### src/rtl/core/gsa_pkg.sv
package gsa_pkg;

  localparam int SLOTS        = 64;
  localparam int GEN_BITS     = 16;
  localparam int PAYLOAD_BITS = 32;
  localparam int IDX_W        = $clog2(SLOTS);
  localparam int CNT_W        = $clog2(SLOTS + 1);

  typedef logic [1:0] action_t;
  localparam action_t ACT_ALLOC = 2'd0;
  localparam action_t ACT_FREE  = 2'd1;
  localparam action_t ACT_CHECK = 2'd2;

  typedef enum logic [1:0] {
    STAT_DONE  = 2'd0,
    STAT_FULL  = 2'd1,
    STAT_STALE = 2'd2
  } status_t;

  typedef struct packed {
    logic                active;
    logic [GEN_BITS-1:0] gen;
  } meta_t;

  typedef struct packed {
    logic             valid;
    logic [IDX_W-1:0] idx;
  } link_t;

  typedef struct packed {
    logic capture;
    logic commit;
  } gsa_cmd_t;

endpackage

### src/rtl/core/generational_slot_allocator.sv
// Channel   Handshake             Fields
// request   in_valid / in_stall   action, handle_index, handle_generation, payload
// result    out_valid / out_stall ok, status, slot_index, slot_generation, payload_out
//
// Slot table memories are read when a request is accepted (S_IDLE), then written
// back with the free-head and used-count update in S_EXEC once the result can go.
// Synchronous reset empties the free list and zeroes the used count.
// A waiting result does not block the next request; a stalled result only
// holds the S_EXEC write-back of the request behind it.
module generational_slot_allocator
  import gsa_pkg::*;
(
  input  logic                    clk,
  input  logic                    rst,
  input  logic                    in_valid,
  output logic                    in_stall,
  input  logic [1:0]              action,
  input  logic [IDX_W-1:0]        handle_index,
  input  logic [GEN_BITS-1:0]     handle_generation,
  input  logic [PAYLOAD_BITS-1:0] payload,
  output logic                    out_valid,
  input  logic                    out_stall,
  output logic                    ok,
  output logic [1:0]              status,
  output logic [IDX_W-1:0]        slot_index,
  output logic [GEN_BITS-1:0]     slot_generation,
  output logic [PAYLOAD_BITS-1:0] payload_out
);

  gsa_cmd_t cmd;

  gsa_ctrl u_ctrl (
    .clk       (clk),
    .rst       (rst),
    .in_valid  (in_valid),
    .in_stall  (in_stall),
    .out_valid (out_valid),
    .out_stall (out_stall),
    .cmd       (cmd)
  );

  gsa_dp u_dp (
    .clk               (clk),
    .rst               (rst),
    .cmd               (cmd),
    .action            (action),
    .handle_index      (handle_index),
    .handle_generation (handle_generation),
    .payload           (payload),
    .ok                (ok),
    .status            (status),
    .slot_index        (slot_index),
    .slot_generation   (slot_generation),
    .payload_out       (payload_out)
  );

endmodule

### src/rtl/core/gsa_ram.sv
module gsa_ram #(
  parameter int WIDTH = 8,
  parameter int DEPTH = 64
) (
  input  logic                     clk,
  input  logic                     we,
  input  logic [$clog2(DEPTH)-1:0] waddr,
  input  logic [WIDTH-1:0]         wdata,
  input  logic                     re,
  input  logic [$clog2(DEPTH)-1:0] raddr,
  output logic [WIDTH-1:0]         rdata
);

  logic [WIDTH-1:0] mem [DEPTH];

  always_ff @(posedge clk) begin
    if (we) begin
      mem[waddr] <= wdata;
    end
    if (re) begin
      rdata <= mem[raddr];
    end
  end

endmodule

### src/rtl/core/gsa_ctrl.sv
module gsa_ctrl
  import gsa_pkg::*;
(
  input  logic     clk,
  input  logic     rst,
  input  logic     in_valid,
  output logic     in_stall,
  output logic     out_valid,
  input  logic     out_stall,
  output gsa_cmd_t cmd
);

  typedef enum logic {
    S_IDLE,
    S_EXEC
  } state_t;

  state_t state;
  logic   out_free;

  assign in_stall    = (state != S_IDLE);
  assign out_free    = !out_valid || !out_stall;
  assign cmd.capture = (state == S_IDLE) && in_valid;
  assign cmd.commit  = (state == S_EXEC) && out_free;

  always_ff @(posedge clk) begin
    if (rst) begin
      state     <= S_IDLE;
      out_valid <= 1'b0;
    end else begin
      unique case (state)
        S_IDLE: begin
          if (in_valid) begin
            state <= S_EXEC;
          end
        end
        S_EXEC: begin
          if (out_free) begin
            state <= S_IDLE;
          end
        end
        default: state <= S_IDLE;
      endcase
      if (cmd.commit) begin
        out_valid <= 1'b1;
      end else if (!out_stall) begin
        out_valid <= 1'b0;
      end
    end
  end

endmodule

### src/rtl/core/gsa_dp.sv
module gsa_dp
  import gsa_pkg::*;
(
  input  logic                    clk,
  input  logic                    rst,
  input  gsa_cmd_t                cmd,
  input  logic [1:0]              action,
  input  logic [IDX_W-1:0]        handle_index,
  input  logic [GEN_BITS-1:0]     handle_generation,
  input  logic [PAYLOAD_BITS-1:0] payload,
  output logic                    ok,
  output logic [1:0]              status,
  output logic [IDX_W-1:0]        slot_index,
  output logic [GEN_BITS-1:0]     slot_generation,
  output logic [PAYLOAD_BITS-1:0] payload_out
);

  action_t                 req_action;
  logic [IDX_W-1:0]        req_index;
  logic [GEN_BITS-1:0]     req_gen;
  logic [PAYLOAD_BITS-1:0] req_payload;
  logic [IDX_W-1:0]        sel_slot;
  logic                    sel_fresh;
  logic                    sel_full;

  link_t                   head;
  link_t                   head_next;
  logic [CNT_W-1:0]        used_count;
  logic [CNT_W-1:0]        used_count_next;

  logic                    cap_fresh;
  logic                    cap_full;
  logic [IDX_W-1:0]        cap_slot;
  logic [IDX_W-1:0]        meta_raddr;

  meta_t                   meta_rd;
  meta_t                   meta_wd;
  logic [IDX_W-1:0]        meta_waddr;
  logic                    meta_we;
  link_t                   link_rd;
  link_t                   link_wd;
  logic                    link_we;
  logic [PAYLOAD_BITS-1:0] pay_rd;
  logic                    pay_we;

  logic                    handle_ok;
  logic                    ok_next;
  status_t                 status_next;
  logic [IDX_W-1:0]        slot_index_next;
  logic [GEN_BITS-1:0]     slot_generation_next;
  logic [PAYLOAD_BITS-1:0] payload_out_next;

  assign cap_fresh  = !head.valid;
  assign cap_full   = !head.valid && (used_count == CNT_W'(SLOTS));
  assign cap_slot   = head.valid ? head.idx : used_count[IDX_W-1:0];
  assign meta_raddr = (action == ACT_ALLOC) ? cap_slot : handle_index;

  gsa_ram #(.WIDTH($bits(meta_t)), .DEPTH(SLOTS)) u_meta_ram (
    .clk   (clk),
    .we    (meta_we),
    .waddr (meta_waddr),
    .wdata (meta_wd),
    .re    (cmd.capture),
    .raddr (meta_raddr),
    .rdata (meta_rd)
  );

  gsa_ram #(.WIDTH($bits(link_t)), .DEPTH(SLOTS)) u_link_ram (
    .clk   (clk),
    .we    (link_we),
    .waddr (req_index),
    .wdata (link_wd),
    .re    (cmd.capture),
    .raddr (head.idx),
    .rdata (link_rd)
  );

  gsa_ram #(.WIDTH(PAYLOAD_BITS), .DEPTH(SLOTS)) u_payload_ram (
    .clk   (clk),
    .we    (pay_we),
    .waddr (sel_slot),
    .wdata (req_payload),
    .re    (cmd.capture),
    .raddr (handle_index),
    .rdata (pay_rd)
  );

  assign handle_ok = (CNT_W'(req_index) < used_count) && meta_rd.active
                     && (meta_rd.gen == req_gen);

  always_comb begin
    ok_next              = 1'b0;
    status_next          = STAT_STALE;
    slot_index_next      = req_index;
    slot_generation_next = '0;
    payload_out_next     = '0;
    head_next            = head;
    used_count_next      = used_count;
    meta_we              = 1'b0;
    meta_waddr           = req_index;
    meta_wd              = meta_rd;
    link_we              = 1'b0;
    link_wd              = head;
    pay_we               = 1'b0;
    unique case (req_action)
      ACT_ALLOC: begin
        if (sel_full) begin
          status_next     = STAT_FULL;
          slot_index_next = '0;
        end else begin
          ok_next         = 1'b1;
          status_next     = STAT_DONE;
          slot_index_next = sel_slot;
          meta_we         = cmd.commit;
          meta_waddr      = sel_slot;
          meta_wd.active  = 1'b1;
          pay_we          = cmd.commit;
          if (sel_fresh) begin
            meta_wd.gen     = '0;
            used_count_next = used_count + CNT_W'(1);
          end else begin
            slot_generation_next = meta_rd.gen;
            head_next            = link_rd;
          end
        end
      end
      ACT_FREE: begin
        if (handle_ok) begin
          ok_next        = 1'b1;
          status_next    = STAT_DONE;
          meta_we        = cmd.commit;
          meta_wd.active = 1'b0;
          meta_wd.gen    = meta_rd.gen + GEN_BITS'(1);
          link_we        = cmd.commit;
          head_next      = '{valid: 1'b1, idx: req_index};
        end
      end
      ACT_CHECK: begin
        if (handle_ok) begin
          ok_next          = 1'b1;
          status_next      = STAT_DONE;
          payload_out_next = pay_rd;
        end
      end
      default: begin
      end
    endcase
  end

  always_ff @(posedge clk) begin
    if (cmd.capture) begin
      req_action  <= action;
      req_index   <= handle_index;
      req_gen     <= handle_generation;
      req_payload <= payload;
      sel_slot    <= cap_slot;
      sel_fresh   <= cap_fresh;
      sel_full    <= cap_full;
    end
    if (cmd.commit) begin
      ok              <= ok_next;
      status          <= status_next;
      slot_index      <= slot_index_next;
      slot_generation <= slot_generation_next;
      payload_out     <= payload_out_next;
    end
  end

  always_ff @(posedge clk) begin
    if (rst) begin
      head       <= '0;
      used_count <= '0;
    end else if (cmd.commit) begin
      head       <= head_next;
      used_count <= used_count_next;
    end
  end

endmodule

### config.mk
export PLATFORM = sky130hd
export DESIGN_NAME = generational_slot_allocator
export DESIGN_NICKNAME = d
export VERILOG_FILES = /design/src/rtl/core/gsa_pkg.sv /design/src/rtl/core/generational_slot_allocator.sv /design/src/rtl/core/gsa_ram.sv /design/src/rtl/core/gsa_ctrl.sv /design/src/rtl/core/gsa_dp.sv
export SDC_FILE = /design/constraint.sdc
export NUM_CORES = 2
export LEC_CHECK = 0
export ABC_AREA = 1
export BUFFER_PORTS_ARGS = -buffer_cell sky130_fd_sc_hd__buf_2
export CELL_PAD_IN_SITES_DETAIL_PLACEMENT = 2
export CELL_PAD_IN_SITES_GLOBAL_PLACEMENT = 2
export CORE_MARGIN = 1.5
export CORE_UTILIZATION = 48
export CTS_CLUSTER_SIZE = 20
export DETAILED_ROUTE_END_ITERATION = 10
export PLACE_DENSITY_LB_ADDON = 0.1
export SYNTH_ARGS = -nofsm -noshare
export SYNTH_HDL_FRONTEND = slang
export SYNTH_SLANG_ARGS = --single-unit
### constraint.sdc
create_clock -name clk -period 12.05 [get_ports clk]
set_clock_uncertainty 0.2 [all_clocks]
set_input_delay 1.8075 -clock clk [delete_from_list [all_inputs] [get_ports clk]]
set_output_delay 1.8075 -clock clk [all_outputs]
set_load 0.02 [all_outputs]
==> flow_summary.ini, run 1 <==
[synthesis]
synth_adder_area_share = 0.000972
ys_types = 42
ys_seq_area_frac = 0.734
synth-main-ff-cell = edfxtp_1
synthSimpleGateAreaFrac = 0.144
synthMuxAreaShare = 0
syn_nets = 13000
syn_inst = 12900
ys.warnings.count = 0
synth_xor_area_frac = 0.000624
synth_edf_count = 3761
synth_compound_area_frac = 0.0712
syn_avg_cell_area_um2 = 12.0
synth_top_family_by_area = simple AND/OR/NAND/NOR gates
synth.cell_area_um2 = 154000
ys_async_sr_fraction = 0
ys_ff_latch = 3777

[floorplan]
io_pins = 119
rows = 208
die_width_um = 570
start_util = 0.482
die_h_um = 570

[placed_design]
port_buffers = 118
hpwlAfterDp_um = 339000
place_congestion = 0.857

[outcome]
status = aborted with a tool error
stop_stage = detailed placement
tool.error = [ERROR DPL-0033] detailed placement checks failed during check placement.
-- cells by family after synthesis --
group,after synthesis
buffers and inverters,1891
xor gates and xnor gates,11
adders and majority gates,12
DFF,3777
and+or+nand+nor,5188
AOI/OAI and AO/OA,2027
-- Yosys cell counts, types with 3 or more instances --
cell / instances / area share
nor2_2: 31 / 0.0013
o21ai_2: 5 / 0.00028
xor2_1: 10 / 0.00057
o21ai_1: 17 / 0.00055
nand3b_1: 68 / 0.0033
o22ai_1: 624 / 0.025
edfxtp_1: 3761 / 0.73
clkbuf_1: 425 / 0.010
ha_1: 12 / 0.00097
a21oi_1: 36 / 0.0012
nor2_1: 1531 / 0.037
buf_4: 37 / 0.0018
o211ai_1: 6 / 0.00029
buf_6: 14 / 0.0010
nor4_1: 3 / 0.00012
nand2_1: 1843 / 0.045
nand4_4: 9 / 0.0012
inv_2: 11 / 0.00027
inv_1: 1068 / 0.026
dfxtp_1: 16 / 0.0021
buf_1: 38 / 0.00092
clkinv_1: 5 / 0.00012
buf_2: 292 / 0.0095
nand3_1: 1612 / 0.052
o21ai_0: 1333 / 0.043
nand4_1: 16 / 0.00065
nand2_2: 8 / 0.00032
nor3_1: 34 / 0.0011
and2_1: 28 / 0.0011
-- stage by stage --
stage / setup WS (ps) / hold slack (ps)
global placement: 5290 / 270
floorplan: 4350 / 297
==> run 2, diff against run 1 <==
--- a/config.mk
+++ b/config.mk
@@ -7,13 +7,10 @@
 export LEC_CHECK = 0
 export ABC_AREA = 1
 export BUFFER_PORTS_ARGS = -buffer_cell sky130_fd_sc_hd__buf_2
-export CELL_PAD_IN_SITES_DETAIL_PLACEMENT = 2
-export CELL_PAD_IN_SITES_GLOBAL_PLACEMENT = 2
 export CORE_MARGIN = 1.5
-export CORE_UTILIZATION = 48
-export CTS_CLUSTER_SIZE = 20
+export CORE_UTILIZATION = 40
 export DETAILED_ROUTE_END_ITERATION = 10
-export PLACE_DENSITY_LB_ADDON = 0.1
+export PLACE_DENSITY_LB_ADDON = 0.15
 export SYNTH_ARGS = -nofsm -noshare
 export SYNTH_HDL_FRONTEND = slang
 export SYNTH_SLANG_ARGS = --single-unit
==> flow_summary.ini, run 2 <==
[outcome]
status = finished, final reports clean

[global_routing]
grt_usage = 0.239
antenna_found_initial = 23
grt_overflow = 0
grt_pass1_vias = 97000
grt_max_degree = 194
grt_pass1_wl_um = 686000

[synthesis]
synth_edf_count = 3761
synth_top_area_frac = 0.731
synth_area_leaders = edfxtp_1 73%, nand3_1 5.2%, nand2_1 4.5%
synth_most_common_cell = edfxtp_1
ys_seq_area_frac = 0.734
ys_types = 42
synth.cell_area_um2 = 154000
syn_nets = 13000
synth-main-ff-cell = edfxtp_1
syn_avg_cell_area_um2 = 12.0
yosysTopAreaCell = edfxtp_1
ys_ff_latch = 3777
syn_inst = 12900
ys.warnings.count = 0
ys_top_cells_by_count = 3,761 x edfxtp_1, 1,843 x nand2_1, 1,612 x nand3_1, 1,531 x nor2_1, 1,333 x o21ai_0
ys_async_sr_fraction = 0

[clock_tree]
cts.path.max_buffers = 4
numCtsBuffers = 401
cts_root_buffer = clkbuf_16
htreeDepth = 5
post_cts_buffers = 0
cts_resized = 0
cts_sinks = 3777
hold_buffers = 0
insertion_delay_ps = 980
cts_tree = yes
clk_pin_slew_ps = 60

[power]
p_int_w = 0.0219
seq_power_share = 0.511
combPwrFrac = 0.067
powerDensity_nw_per_um2 = 166
pwr-share-clk = 0.422
p_sw_w = 0.00682
p_sw_frac = 0.237
leakage_nw = 61.4
vdd_drop_max_uv = 128

[cells_and_area]
largest_reg_flops = 2048
final_common_cell = edfxtp_1
multi_input_area_um2 = 34100
drive_gt1_frac = 0.0845
final_nets = 13000
final_util = 0.453
fillers = 34300
area_growth_pct = 12.3
top_register = u_dp.u_payload_ram.mem
register_area_um2 = 113000
reg_top3 = u_dp.u_payload_ram.mem (2048), u_dp.u_meta_ram.mem (1088), u_dp.u_link_ram.mem (448)
most-common-layout-cells = 3,761 x edfxtp_1, 1,828 x nand2_1, 1,611 x nand3_1

[drt]
wl_per_cell_um = 26.2
final_antenna_net_count = 0
route.detailed.drc = 0
detail_route.first_pass.iterations = 6
drt-initial-drc-count = 11600
dr_total_vias = 102000
routed_wl_um = 479000
viasPerCell = 5.58

[timing]
slew_viol_final = 0
hold_viol_final = 0
fmax_mhz = 171
tightest_slew_ps = 1380
setup_viol = 0
fin_crit_ps = 5850
slew_headroom = 0.0770
rsz0062_at_grt = no
fin_setup_tns_ps = 0
min_period_over_period = 0.485

[critical_path]
start_kind = primary input
crit_type = primary input to flop
cp.arrival_ps = 6490
cp_max_fo = 137
crit_path_end_kind = flop
worstPathRequired_ps = 12700

[floorplan]
die_h_um = 624
rows = 227
die_area_um2 = 390000
io_pins = 119
start_util = 0.403
die_width_um = 624
core_um2 = 383000

[placed_design]
port_buffers = 118
hpwlAfterDp_um = 251000
place_congestion = 0.823

[job]
maxCapViolCount = 0

[worst_hold_path]
min_path_type = flop to flop
-- run 2: cell counts after synthesis --
No cell type changed its count.
-- run 2: final timing paths --
path,slack (ps),to,startpoint,cells after the start
worst min-delay path,290,u_ctrl.out_valid,u_ctrl.out_valid,2
worst min register to register,290,u_ctrl.out_valid,u_ctrl.out_valid,2
worst max-delay path,6200,u_dp.u_payload_ram.rdata[18],handle_index[1],12
worst max register to register,6920,u_dp.u_meta_ram.rdata[8],u_dp.head[6],13
-- run 2: area by class of cell --
cell class / instances / share of cell area
clock inverter: 229 / 0.0134
inverter: 1085 / 0.0238
clock buffer: 499 / 0.0602
tap: 5038 / 0.0363
timing repair buffer: 397 / 0.0165
sequential: 3777 / 0.653
antenna: 11 / 0.000159
multi-input combinational: 7238 / 0.197
-- run 2: logic make-up after synthesis --
logic type,after synthesis,share of synthesized area
AOI/OAI and AO/OA,2027,0.0712
xor gates and xnor gates,11,0.000624
adders and majority gates,12,0.000972
buffers and inverters,1891,0.0499
DFF,3777,0.734
and+or+nand+nor,5188,0.144
-- run 2: worst max-delay path: stages --
cell and delay (ps):
buf_8 150, inv_8 610, buf_4 770, buf_12 510
buf_4 930, o21ai_0 210, o22ai_1 180, nand2_1 70
nand3_1 130, nand3_1 140, nand3_1 310, and2_1 170
-- run 2: metal layers --
layer | share of wire | up-vias | GRT usage
met3 | 0.070 | 779 | 0.0338
met4 | 0.036 | 2 | 0.0835
met2 | 0.48 | 4057 | 0.394
met1 | 0.42 | 51500 | 0.323
met5 | 0.000029 | - | 0
li1 | - | 45600 | -
-- run 2: per-stage QoR --
stage | worst slack, ps | hold slack (ps) | std cells | area, µm² | total power [W]
3_5_place_dp | 5290 | 279 | 17500 | 161000 | 0.0169
6_report | 6200 | 285 | 18300 | 173000 | 0.0288
2_1_floorplan | 4350 | 297 | 12900 | 154000 | 0.0161
4_1_cts | 6340 | 287 | 18300 | 173000 | 0.0290
3_3_place_gp | 5290 | 273 | 17500 | 161000 | 0.0169
5_1_grt | 6080 | 323 | 18300 | 173000 | 0.0296
-- run 2: power by group through the flow --
stage                     Clock [W]  Combinational (W)  Sequential [W]
after floorplan                   0            0.00104          0.0150
after CTS                    0.0123            0.00194          0.0147
after global routing         0.0128            0.00208          0.0147
after global placement            0            0.00191          0.0150
final                        0.0121            0.00194          0.0147
after detailed placement          0            0.00193          0.0150
No activity file was read; power rests on OpenSTA's default activity.
